===== src/design/nlpd_pkg.sv =====
// ----------------------------------------------------------------------------
// Nearest line point distance package
// Shared types, command codes and sizing constants for the distance block.
// ----------------------------------------------------------------------------
`default_nettype none

package nlpd_pkg;

   // Point list sizing.
   localparam int MAX_POINTS = 16384;
   localparam int ADDR_W     = $clog2(MAX_POINTS);
   localparam int CNT_W      = $clog2(MAX_POINTS + 1);

   // Field widths.
   localparam int X_W    = 10;
   localparam int Y_W    = 9;
   localparam int DX2_W  = 2 * X_W;
   localparam int DY2_W  = 2 * Y_W;
   localparam int D2_W   = DX2_W + 1;
   localparam int DIST_W = 10;

   // Square root unit: radicand padded to an even width.
   localparam int SQ_W   = D2_W + (D2_W % 2);
   localparam int ROOT_W = SQ_W / 2;
   localparam logic [SQ_W-1:0] SQRT_TOP = SQ_W'(1) << (SQ_W - 2);
   localparam logic [DIST_W-1:0] DIST_MAX = {DIST_W{1'b1}};

   // Command queue between the front and the back.
   localparam int QDEPTH = 4;
   localparam int QPTR_W = $clog2(QDEPTH);
   localparam int QCNT_W = $clog2(QDEPTH + 1);

   // Command codes.
   localparam logic [1:0] CMD_ADD   = 2'd0;
   localparam logic [1:0] CMD_QUERY = 2'd1;
   localparam logic [1:0] CMD_CLEAR = 2'd2;
   localparam logic [1:0] CMD_NONE  = 2'd3;

   typedef struct packed {
      logic [1:0]     cmd;
      logic [X_W-1:0] point_x;
      logic [Y_W-1:0] point_y;
   } req_type;

   typedef struct packed {
      logic [DIST_W-1:0] distance;
      logic [X_W-1:0]    nearest_x;
      logic [Y_W-1:0]    nearest_y;
      logic              no_points;
   } rsp_type;

   // Head of the command queue as seen by the back end.
   typedef struct packed {
      logic    valid;
      req_type item;
   } cmd_head_type;

   // Square root unit request and status.
   typedef struct packed {
      logic            start;
      logic [SQ_W-1:0] operand;
   } sqrt_req_type;

   typedef struct packed {
      logic              busy;
      logic [ROOT_W-1:0] root;
   } sqrt_rsp_type;

   typedef enum logic [1:0] {
      ENG_IDLE,
      ENG_SCAN,
      ENG_SQRT
   } eng_state_type;

endpackage

`default_nettype wire


===== src/design/nlpd_front.sv =====
// ----------------------------------------------------------------------------
// Nearest line point distance front end
// Accepts request beats, drops unused command codes and queues the rest.
// ----------------------------------------------------------------------------
`default_nettype none

module nlpd_front (
   input  wire logic                  clock,
   input  wire logic                  reset,
   input  wire logic                  push,
   output logic                       full,
   input  wire nlpd_pkg::req_type     req_data,
   output nlpd_pkg::cmd_head_type     head,
   input  wire logic                  head_pop
);
   import nlpd_pkg::*;

   req_type           queue_ff [QDEPTH];
   logic [QPTR_W-1:0] wr_ptr_ff, wr_ptr_in;
   logic [QPTR_W-1:0] rd_ptr_ff, rd_ptr_in;
   logic [QCNT_W-1:0] cnt_ff, cnt_in;
   logic              accept;
   logic              store;
   logic              take;

   // A beat is taken whenever there is room; unused codes are not stored.
   assign full   = (cnt_ff == QCNT_W'(QDEPTH));
   assign accept = push && !full;
   assign store  = accept && (req_data.cmd != CMD_NONE);
   assign take   = head_pop && (cnt_ff != '0);

   assign head.valid = (cnt_ff != '0);
   assign head.item  = queue_ff[rd_ptr_ff];

   // Pointer and fill count updates.
   always_comb begin
      wr_ptr_in = store ? wr_ptr_ff + 1'b1 : wr_ptr_ff;
      rd_ptr_in = take ? rd_ptr_ff + 1'b1 : rd_ptr_ff;
      cnt_in    = cnt_ff;
      if (store && !take) begin
         cnt_in = cnt_ff + 1'b1;
      end else if (take && !store) begin
         cnt_in = cnt_ff - 1'b1;
      end
   end

   always_ff @(posedge clock) begin
      if (reset) begin
         wr_ptr_ff <= '0;
         rd_ptr_ff <= '0;
         cnt_ff    <= '0;
      end else begin
         wr_ptr_ff <= wr_ptr_in;
         rd_ptr_ff <= rd_ptr_in;
         cnt_ff    <= cnt_in;
      end
   end

   // Queue storage.
   always_ff @(posedge clock) begin
      if (store) begin
         queue_ff[wr_ptr_ff] <= req_data;
      end
   end

endmodule

`default_nettype wire


===== config.mk =====
export PLATFORM = sky130hd
export DESIGN_NAME = nlpd_front
export DESIGN_NICKNAME = d
export VERILOG_FILES = /design/src/design/nlpd_pkg.sv /design/src/design/nlpd_front.sv
export SDC_FILE = /design/constraint.sdc
export NUM_CORES = 1
export LEC_CHECK = 0
export ABC_AREA = 0
export BUFFER_PORTS_ARGS = -buffer_cell sky130_fd_sc_hd__buf_2
export CORE_ASPECT_RATIO = 0.75
export CORE_MARGIN = 2
export CORE_UTILIZATION = 30
export CTS_CLUSTER_SIZE = 12
export DETAILED_ROUTE_END_ITERATION = 10
export HOLD_SLACK_MARGIN = 0.06
export MAX_ROUTING_LAYER = met4
export SYNTH_ARGS = -nofsm -noshare
export SYNTH_HDL_FRONTEND = slang
export SYNTH_SLANG_ARGS = --single-unit

===== constraint.sdc =====
create_clock -name clock -period 3.7 [get_ports clock]
set_clock_uncertainty 0.05 [all_clocks]
set_input_delay 0.74 -clock clock [delete_from_list [all_inputs] [get_ports clock]]
set_output_delay 0.74 -clock clock [all_outputs]
set_load 0.05 [all_outputs]

### Word level (Yosys, flattened, before mapping)

Memory sizes are Yosys's and may differ from the RTL's. A register that Yosys moved wholly into a read port is not among the register bits.
Index checks and enable logic that the tools add are counted.

| storage, ports and cells | value |
|---|---|
| bits in registers | 7 |
| bits in writable memories | 84 |
| output and inout port bits | 23 |
| memories | 1 |

Memory list:

| name | depth | width | rd ports | clocked after Yosys merged registers in | write ports | line | text |
|---|---|---|---|---|---|---|---|
| queue_ff | 4 | 21 | 1 | 1 | 1 | nlpd_front.sv:18 | `req_type queue_ff [QDEPTH];` |

| cells by class | value |
|---|---|
| $add $sub $neg | 4 |
| equality and inequality tests | 2 |
| muxes and demuxes | 6 |
| reductions and logical operators | 10 |

Operator list:

| kind | number |
|---|---|
| $mux 3 | 2 |
| $logic_and 1x1->1 | 5 |
| $add 2x1->2 const B | 2 |
| $mux 2 | 2 |
| $add 3x1->3 const B | 1 |
| $eq 3x3->1 const B | 1 |
| $logic_not 1->1 | 3 |
| $reduce_bool 3->1 | 1 |
| $sub 3x1->3 const B | 1 |
| $mux 1 | 2 |
| $ne 2x2->1 const B | 1 |
| $reduce_bool 2->1 | 1 |

### Longest topological paths before layout

Gate-level depths: netlist of the first run.

| depth | value |
|---|---|
| depth in word-level cells | 8 |
| mapped depth | 8 |
| gate-level depth less buffers | 8 |

### Worst setup path before layout of the first run

Ideal clock, no wire load.

| timing path | value |
|---|---|
| path kind | input to register |
| start | input req_data[19] (netlist name) |
| end | register cnt_ff[2] |
| library setup time | 0.070 ns |
| arrival | 2.396 ns |
| required time | 3.580 ns |
| slack | 1.184 ns |
| stages on the path | 7 |
| cell sequence | a211oi_4 -> ha_1 -> inv_1 -> fa_1 -> xor2_1 -> or3_2 -> a21oi_1 |

| between the ends | value |
|---|---|
| word-level cells in the longest chain between the ends | 5 |

RTL lines:

| element | line | text |
|---|---|---|
| start: declaration | nlpd_front.sv:12 | `input wire nlpd_pkg::req_type req_data,` |
| $ne 2x2->1 * | nlpd_front.sv:29 | `assign store = accept && (req_data.cmd != CMD_NONE);` |
| $logic_and 1x1->1 * | nlpd_front.sv:29 |  |
| $logic_not 1->1 | nlpd_front.sv:42 | `end else if (take && !store) begin` |
| $logic_and 1x1->1 | nlpd_front.sv:42 |  |
| $reduce_bool 2->1 (no source line) | n/a |  |
| end signal: assignment | nlpd_front.sv:55 | `cnt_ff <= cnt_in;` |
| end: declaration | nlpd_front.sv:21 | `logic [QCNT_W-1:0] cnt_ff, cnt_in;` |

Every way passes the cells marked *; elsewhere a longest branch is shown, timed or not.
A chain may end at the register's enable or synchronous reset.

==> results of run 1 <==
sequential cells by signal, summed over array words and instances (netlist names), named ones only:
signal / count
cnt_ff: 3
rd_ptr_ff: 2
queue_ff: 84
wr_ptr_ff: 2
worst register-to-register path, delay by kind of cell (launching register included):
kind,cells,cell delay [ns]
AOI/OAI and AO/OA,2,0.49
xor gates and xnor gates,1,0.17
adders and majority gates,2,0.61
buffers and inverters,1,0.06
DFF,1,0.46
and+or+nand+nor,2,0.53
per-stage QoR:
| step | instances | cell area, um^2 | utilization, % |
|---|---|---|---|
| 3_5_place_dp | 346 | 3923 | 34.15 |
| 6_report | 362 | 4192 | 36.49 |
| 5_1_grt | 362 | 4192 | 36.49 |
| 3_3_place_gp | 346 | 3923 | 34.15 |
| 2_1_floorplan | 157 | 3510 | - |
| 4_1_cts | 362 | 4192 | 36.49 |
area by class of cell:
cell class / instances / share of cell area [%]
clock buffers: 10 / 5.463
clock inverters: 6 / 0.9552
inverters: 4 / 0.3582
multi-input cells: 55 / 18.27
flip-flops and latches: 93 / 64.51
well taps: 144 / 4.299
repair buffers: 50 / 6.149
logic make-up (layout without fill, tap and decap cells):
| kind of cell | after synthesis | count (layout) | share of synthesized area [%] |
|---|---|---|---|
| flip-flops | 93 | 93 | 77.01 |
| multiplexers | 24 | 24 | 14.47 |
| AND/OR/NAND/NOR | 16 | 16 | 2.674 |
| buffers and inverters | 9 | 70 | 1.176 |
| adder cells (fa/ha/maj) | 6 | 6 | 2.353 |
| AO/OA/AOI/OAI | 5 | 5 | 1.319 |
| XOR/XNOR | 4 | 4 | 0.9981 |
metal layers:
layer  vias up  global-route usage [%]
met5         -                       -
met4         0                   4.264
met3        11                   4.405
met2        47                   15.71
met1       824                   13.75
li1        746                       -
worst max-delay path by stage:
stage,from,endpoint,cells after the start
2_1_floorplan,req_data[19],cnt_ff[2],7
3_3_place_gp,req_data[19],cnt_ff[2],8
3_5_place_dp,req_data[19],cnt_ff[2],8
4_1_cts,register,head[7],2
5_1_grt,register,head[7],2
6_report,register,head[7],2
synthesized netlist by cell type:
cell type / n / area (um^2)
o311ai_0: 1 / 8.760
dfxtp_1: 9 / 180.2
inv_1: 4 / 15.01
and2_2: 2 / 15.01
a211oi_4: 1 / 20.02
nand2b_1: 2 / 12.51
a21oi_1: 1 / 5.000
nor2_1: 7 / 26.28
or3_2: 2 / 15.01
o21ai_0: 1 / 5.000
o31ai_1: 1 / 7.510
mux2_4: 1 / 15.01
mux4_2: 21 / 473.0
mux2i_1: 2 / 20.02
clkbuf_1: 3 / 11.26
buf_4: 2 / 15.01
fa_1: 1 / 20.02
ha_1: 5 / 62.56
nor3b_2: 1 / 12.51
edfxtp_1: 84 / 2522
xor2_1: 4 / 35.03
and2_1: 2 / 12.51
power by group:
group	switching [mW]	total (mW)	internal (mW)	leakage, nW
clock	0.375	0.827	0.453	0.124
combinational	0.603	0.915	0.312	0.457
sequential	0.103	1.35	1.25	0.840
total	1.08	3.10	2.01	1.42
==> metrics, run 1 <==
number of DRC markers in iteration 0=141; reg-to-reg setup timing slack=1.26 ns; H-tree depth=3; worst r2r src=cnt_ff[0]; Starting Density=30.56%; grt ovf=0; Die Ht=97.67 um; Post-DP HPWL=3718 um; Power Density=~740 nW/um^2; first-pass GRT wire length=9542 um; most common cell after layout, fill and taps aside=edfxtp_1; worst slew pin tran=0.8175 ns; kind of critical path=register to output pin; largest net degree at the start of global routing=22; number of global-route vias before repair=1767; Post-Syn Area=3510 um^2; RSZ-0062 raised after global routing=false; delay-heaviest family, CP=flip-flops; core area=11490 um^2; cts hold-fix bufs=0; Hold Path Stages=2; routed vias/inst=4.497; ANT nets after route=0; Max-Cap Viols=0; Gate Count Post-Synth=157; syn_nets=approximately 190; First-pass DRT Iterations=5; gr usage total=10.89%; CP Buf/Inv Count=1; RD Place Congestion=0.7093; Seq/Total Area, Yosys=77.01%; proportion of layout cells with a drive suffix above 1=42.20%; CTS clk-pin slew, worst paths=about 0.060 ns; fin crit period=2.868 ns; synth-to-layout area growth=19.43%; # Post-CTS Setup Buffers=0; worst path cell trace=mux4_2 -> buf_2; post_cts resized=0; count of state elements after synthesis=93; leak pwr=1.421 nW; IO Pins=48; wl on met1=2836 um; end of the worst hold path=wr_ptr_ff[1]; syn_area_per_cell=22.35 um^2; Unique masters post-synth=22; met3 routed WL=363 um; Critical R2R Capture=cnt_ff[2]; endpoint class of the critical path=output pin; row count=34; highest metal used=met4; DIE AREA=around 13000 um^2; initial antenna violation count=0; total CTS buffers=9; Synth Warn #=0; CP peak stage delay=0.86 ns; Final Cycle Share=77.50%; I/O Buffers=47; fillers=roughly 1100; Routed WL per cell=about 17 um; Worst EP arrival=2.08 ns; footprint of the multi-input gates=between 700 and 800 um^2; CP Launch Type=register; relative slew slack=45.50%; final WL=6201 um; total power=~3.1 mW; Hold Crit Class=register to register; WHS=between 0.4 and 0.5 ns; # setup viols final=0; CTS tree=yes; Worst R2R Path Depth=8; Setup WS pre-CTS=0.9329 ns; Clock Tree Root=clkbuf_16; final hold vios=0; WP data required=slightly below 3 ns; Crit-path slowest cell=dfxtp_2; final routed DRC violation total=0; Antenna Cells=0; highest clock rate=348.7 MHz; commonest non-fill, non-tap cells in the layout=84 x edfxtp_1, 47 x buf_2, 21 x mux4_2; met2 wire len=slightly below 3000 um; outcome=completed; area occupied by registers=roughly 2700 um^2; Final Max Slew Viols=0; worst vdd ir=0.0002640 V; clk buf depth=2; DR vias=about 1600; clk sink count=93; critical path fanouts, max=21; Die Wd=128.9 um; min-delay src=wr_ptr_ff[1]; Fin Setup TNS=0 ns; Final WS setup=0.8323 ns; nets=244; worst skew pair latency=0.34 ns
(Power assumes the default switching activity.)
==> run 2, diff against run 1 <==
clock period = 2.4 ns   (was 3.7 ns; I/O delays follow)
==> metrics, run 2 (same netlist as run 1, synthesis figures left out) <==
outcome=completed (unchanged); ANT nets after route=0 (unchanged); CP startpoint=cnt_ff[2]; endpoint class of the critical path=register (was output pin); reg-to-reg setup timing slack=0.14 ns (was 1.26 ns); Power Density=1138 nW/um^2 (was 738.6 nW/um^2); largest net degree at the start of global routing=22 (unchanged); worst setup path endpoint=cnt_ff[2] (was head[7]); Die Wd=128.9 um (unchanged); CTS clk-pin slew, worst paths=0.06 ns (about the same); core area=11490 um^2 (unchanged); RD Place Congestion=0.7434 (was 0.7093); CTS tree=yes (unchanged); # setup viols final=0 (unchanged); I/O Buffers=47 (unchanged); gr usage total=10.68% (was 10.89%); kind of critical path=register to register (was register to output pin); Worst EP arrival=2.48 ns (was 2.08 ns); Largest regs=queue_ff (84), cnt_ff (3) (unchanged); final hold vios=0 (unchanged); first-pass GRT wire length=9370 um (was 9542 um); H-tree depth=3 (unchanged); Clock Tree Root=clkbuf_16 (unchanged); number of global-route vias before repair=1745 (was 1767); IO Pins=48 (unchanged); nets=251 (was 244); proportion of layout cells with a drive suffix above 1=47.11% (was 42.20%); DR vias=1656 (was 1628); RSZ-0062 raised after global routing=false (unchanged); Max-Cap Viols=0 (unchanged); worst skew pair latency=0.34 ns (about the same); Starting Density=30.56% (unchanged); WHS=0.3094 ns (was 0.4683 ns); Post-Layout Cell Count=369 (was 362); Critical R2R Capture=cnt_ff[2] (unchanged); synth-to-layout area growth=22.89% (was 19.43%); initial antenna violation count=0 (unchanged); Final Util=37.55% (was 36.49%); row count=34 (unchanged); # Post-CTS Setup Buffers=0 (unchanged); First-pass DRT Iterations=4 (was 5); clk sink count=93 (unchanged); WP data required=2.62 ns (was 2.91 ns); worst vdd ir=0.0004691 V (was 0.0002640 V); total CTS buffers=9 (unchanged); Antenna Cells=0 (unchanged); Routed WL per cell=16.60 um (was 17.13 um); Most flops, register=queue_ff (unchanged); Hold Crit Class=input port to register (was register to register); Post-DP HPWL=3909 um (was 3718 um); final WL=6126 um (was 6201 um); commonest non-fill, non-tap cells in the layout=84 x edfxtp_1, 47 x buf_2, 21 x mux4_2 (unchanged); number of DRC markers in iteration 0=62 (was 141); CP Launch Type=register (unchanged); Placed Area=4019 um^2 (was 3923 um^2); DIE AREA=12590 um^2 (unchanged); final routed DRC violation total=0 (unchanged); max reg flops=84 (unchanged); Worst R2R Path Depth=8 (unchanged); worst slew pin tran=0.4389 ns (was 0.8175 ns); fin area=4313 um^2 (was 4192 um^2); critical path fanouts, max=6 (was 21); worst r2r src=cnt_ff[2] (was cnt_ff[0]); most common cell after layout, fill and taps aside=edfxtp_1 (unchanged); Cells after DPL=353 (was 346); fin crit period=2.259 ns; Fin Setup TNS=0 ns (unchanged); Final Cycle Share=about 94%; routed vias/inst=4.488 (was 4.497); relative slew slack=70.37% (was 45.50%); Final Max Slew Viols=0 (unchanged); clk buf depth=2 (unchanged); highest clock rate=between 400 and 500 MHz; leak pwr=1.479 nW (was 1.421 nW); grt ovf=0 (unchanged); Die Ht=97.67 um (unchanged)
[run 2: cell count changes in the layout (fill, tap and decap cells not counted), moves of 2 or more]
cell,delta
buf_4,+4
buf_12,+3
clkinv_1,-2
dfxtp_1,-2
dfxtp_2,+2
[run 2: metrics by stage]
stage | power [mW] | worst slack [ns]
after floorplan | 3.249 | 0.007998
after global placement | 3.609 | 0.05394
after detailed placement | 3.634 | 0.01213
after CTS | 4.977 | 0.03098
after global routing | 5.150 | 0.007629
final | 4.907 | 0.1409
[run 2: what timing repair did]
action	CTS	global route
endpoints found under the setup margin	0	1
gates resized for setup	0	4
hold endpoints to repair	0	0
hold buffers	0	0
[run 2: area by class of cell]
type	count	area [um^2]
Sequential cell	93	2706
Inverter	4	15.01
Multi-Input combinational cell	55	779.5
Clock buffer	9	225.2
Fill cell	1067	7173
Tap cell	144	180.2
Timing Repair Buffer	57	347.8
Clock inverter	7	58.81
[run 2: worst min path at each step]
stage,start,to,slack (ns),depth (start not counted)
after floorplan,wr_ptr_ff[1],wr_ptr_ff[1],0.43,2
after global placement,rd_ptr_ff[1],register,0.46,2
after detailed placement,wr_ptr_ff[1],wr_ptr_ff[1],0.46,2
after CTS,req_data[0],queue_ff[3][0],0.29,1
after global routing,req_data[6],queue_ff[3][6],0.30,1
final,req_data[13],queue_ff[2][13],0.31,1
[run 2: critical path, cell delays in order, from the launching register on]
cell and delay, ns:
dfxtp_1 0.35, nor3b_4 0.18, a211oi_4 0.23, ha_2 0.23
inv_1 0.05, fa_1 0.37, xor2_1 0.17, or3_2 0.40
a21oi_1 0.14
[run 2: per-layer routing]
metal,share of wire [%],routed length (um),GRT usage (%)
met1,46,2798,12.59
met2,48,2953,16.56
met3,4.7,289,4.350
met4,1.4,85,3.763
met5,0,0,-
[run 2: where the power goes]
group	internal [mW]	switching, mW
Clock	0.716	0.605
Sequential	1.93	0.0812
Combinational	0.544	1.03
==> run 3, diff against run 2 <==
CORE_UTILIZATION = 45   (was 30)
PLACE_DENSITY = 0.67   (was not set)
==> metrics, run 3 (same netlist as run 1, synthesis figures left out) <==
first-pass GRT wire length=9163 um (was 9370 um); Worst EP arrival=2.47 ns (was 2.48 ns); Die Wd=106.0 um (was 128.9 um); CP Launch Type=register (unchanged); worst slew pin tran=0.4089 ns (was 0.4389 ns); CP Buf/Inv Count=1 (unchanged); Antenna Cells=0 (unchanged); worst vdd ir=0.0005631 V (was 0.0004691 V); grt ovf=0 (unchanged); max reg flops=84 (unchanged); worst path cell trace=o31ai_1 -> ha_1 -> inv_1 -> fa_1 -> xor2_1 -> or3_2 -> a21oi_1 (was nor3b_4 -> a211oi_4 -> ha_2 -> inv_1 -> fa_1 -> xor2_1 -> or3_2 -> a21oi_1); final routed DRC violation total=0 (unchanged); final WL=5765 um (was 6126 um); Worst R2R Path Depth=7 (was 8); worst skew pair latency=0.34 ns (about the same); CTS tree=yes (unchanged); leak pwr=1.451 nW (was 1.479 nW); highest clock rate=446.0 MHz (was 442.6 MHz); Post-DP HPWL=3914 um (was 3909 um); commonest non-fill, non-tap cells in the layout=84 x edfxtp_1, 47 x buf_2, 21 x mux4_2 (unchanged); clk sink count=93 (unchanged); Hold Path Stages=1 (unchanged); worst r2r src=cnt_ff[1] (was cnt_ff[2]); CTS clk-pin slew, worst paths=0.09 ns (was 0.06 ns); Clock Tree Root=clkbuf_8 (was clkbuf_16); critical path fanouts, max=6 (unchanged); clk buf depth=2 (unchanged); min-delay src=req_data[18] (was req_data[13]); end of the worst hold path=queue_ff[3][18] (was queue_ff[2][13]); kind of critical path=register to register (unchanged); row count=27 (was 34); Critical R2R Capture=cnt_ff[2] (unchanged); Fin Setup TNS=0 ns (unchanged); CP peak stage delay=0.41 ns (was 0.40 ns); Setup WS pre-CTS=0.03270 ns (was 0.01213 ns); Starting Density=47.01% (was 30.56%); critical path depth=7 (was 8); routed vias/inst=4.954 (was 4.488); initial antenna violation count=0 (unchanged); WP data required=2.63 ns (was 2.62 ns); total CTS buffers=9 (unchanged); ANT nets after route=0 (unchanged); number of global-route vias before repair=1720 (was 1745); DR vias=1625 (was 1656); Die Ht=80.48 um (was 97.67 um); synth-to-layout area growth=18.54% (was 22.89%); Most flops, register=queue_ff (unchanged); Largest regs=queue_ff (84), cnt_ff (3) (unchanged); number of DRC markers in iteration 0=33 (was 62); Final WS setup=0.1576 ns (was 0.1409 ns); relative slew slack=72.39% (was 70.37%); Hold Crit Class=input port to register (unchanged); IO Pins=48 (unchanged); RD Place Congestion=0.6927 (was 0.7434); Final Max Slew Viols=0 (unchanged); final hold vios=0 (unchanged); delay-heaviest family, CP=adder cells (unchanged); H-tree depth=3 (unchanged); reg-to-reg setup timing slack=0.16 ns (was 0.14 ns); nets=253 (was 251); Crit-path slowest cell=or3_2 (unchanged); Max-Cap Viols=0 (unchanged); # setup viols final=0 (unchanged); cts hold-fix bufs=0 (unchanged); Power Density=1100 nW/um^2 (was 1138 nW/um^2); largest net degree at the start of global routing=22 (unchanged); fin crit period=2.242 ns (was 2.259 ns); most common cell after layout, fill and taps aside=edfxtp_1 (unchanged); outcome=completed (unchanged); proportion of layout cells with a drive suffix above 1=46.26% (was 47.11%); RSZ-0062 raised after global routing=false (unchanged); I/O Buffers=47 (unchanged); Final Cycle Share=93.43% (was 94.13%); core area=7466 um^2 (was 11490 um^2); First-pass DRT Iterations=4 (unchanged); Routed WL per cell=17.58 um (was 16.60 um); DIE AREA=8529 um^2 (was 12590 um^2); endpoint class of the critical path=register (unchanged); gr usage total=15.53% (was 10.68%)
==> run 3: cell types whose count changed in the layout (fill, tap and decap cells not counted), sizes merged <==
cell / delta
inv: -1
buf: +2
clkbuf: +1
clkinvlp: -1
bufinv: +1
==> run 3: through the flow <==
step | instances | util, % | cell area, um^2 | power, mW | hold slack (ns)
floorplan | 157 | - | 3516 | 3.249 | 0.4320
global placement | 312 | 53.14 | 3968 | 3.611 | 0.4549
detailed placement | 312 | 53.14 | 3968 | 3.632 | 0.4601
CTS | 328 | 55.69 | 4158 | 4.629 | 0.2811
global route | 328 | 55.72 | 4160 | 4.784 | 0.2709
finish | 328 | 55.72 | 4160 | 4.575 | 0.2989
==> run 3: power breakdown <==
part,leakage (nW),switching [mW],internal [mW],total [mW]
clock,0.100,0.513,0.482,0.995
combinational,0.509,1.02,0.546,1.56
sequential,0.841,0.0887,1.93,2.02
total,1.45,1.62,2.96,4.57
==> run 3: timing repair <==
item | CTS | global route
setup buffers | 0 | 0
endpoints found under the hold margin | 0 | 0
resized for setup | 0 | 2
setup endpoints to repair | 0 | 1
==> run 3: worst max-delay path by stage <==
stage	start	endpoint	slack, ns
2_1_floorplan	cnt_ff[0]	cnt_ff[2]	0.008
3_3_place_gp	req_data[19]	cnt_ff[2]	0.09
3_5_place_dp	req_data[19]	cnt_ff[2]	0.03
4_1_cts	cnt_ff[0]	cnt_ff[2]	0.1
5_1_grt	cnt_ff[2]	cnt_ff[2]	0.03
6_report	cnt_ff[1]	cnt_ff[2]	0.16
==> run 3: layout make-up <==
cell class / count / area [um^2]
timing repair buffer: 59 / 350.3
clock buffer: 10 / 127.6
fill: 592 / 3306
clock inverter: 6 / 62.56
sequential: 93 / 2706
inverter: 4 / 15.01
tap: 101 / 126.4
multi-input combinational: 55 / 772.0
==> run 3: worst register-to-register path, cell delays in order, from the launching register on <==
cell,delay (ns)
dfxtp_2,0.37
o31ai_1,0.36
ha_1,0.26
inv_1,0.06
fa_1,0.37
xor2_1,0.17
or3_2,0.41
a21oi_1,0.14
==> run 3: layer usage <==
layer / vias to the layer above / part of all wire [%] / global-route usage [%]
met5: - / 0 / -
li1: 764 / - / -
met3: 7 / 5.7 / 5.519
met4: 0 / 0.99 / 4.737
met1: 807 / 45 / 19.50
met2: 47 / 48 / 24.13
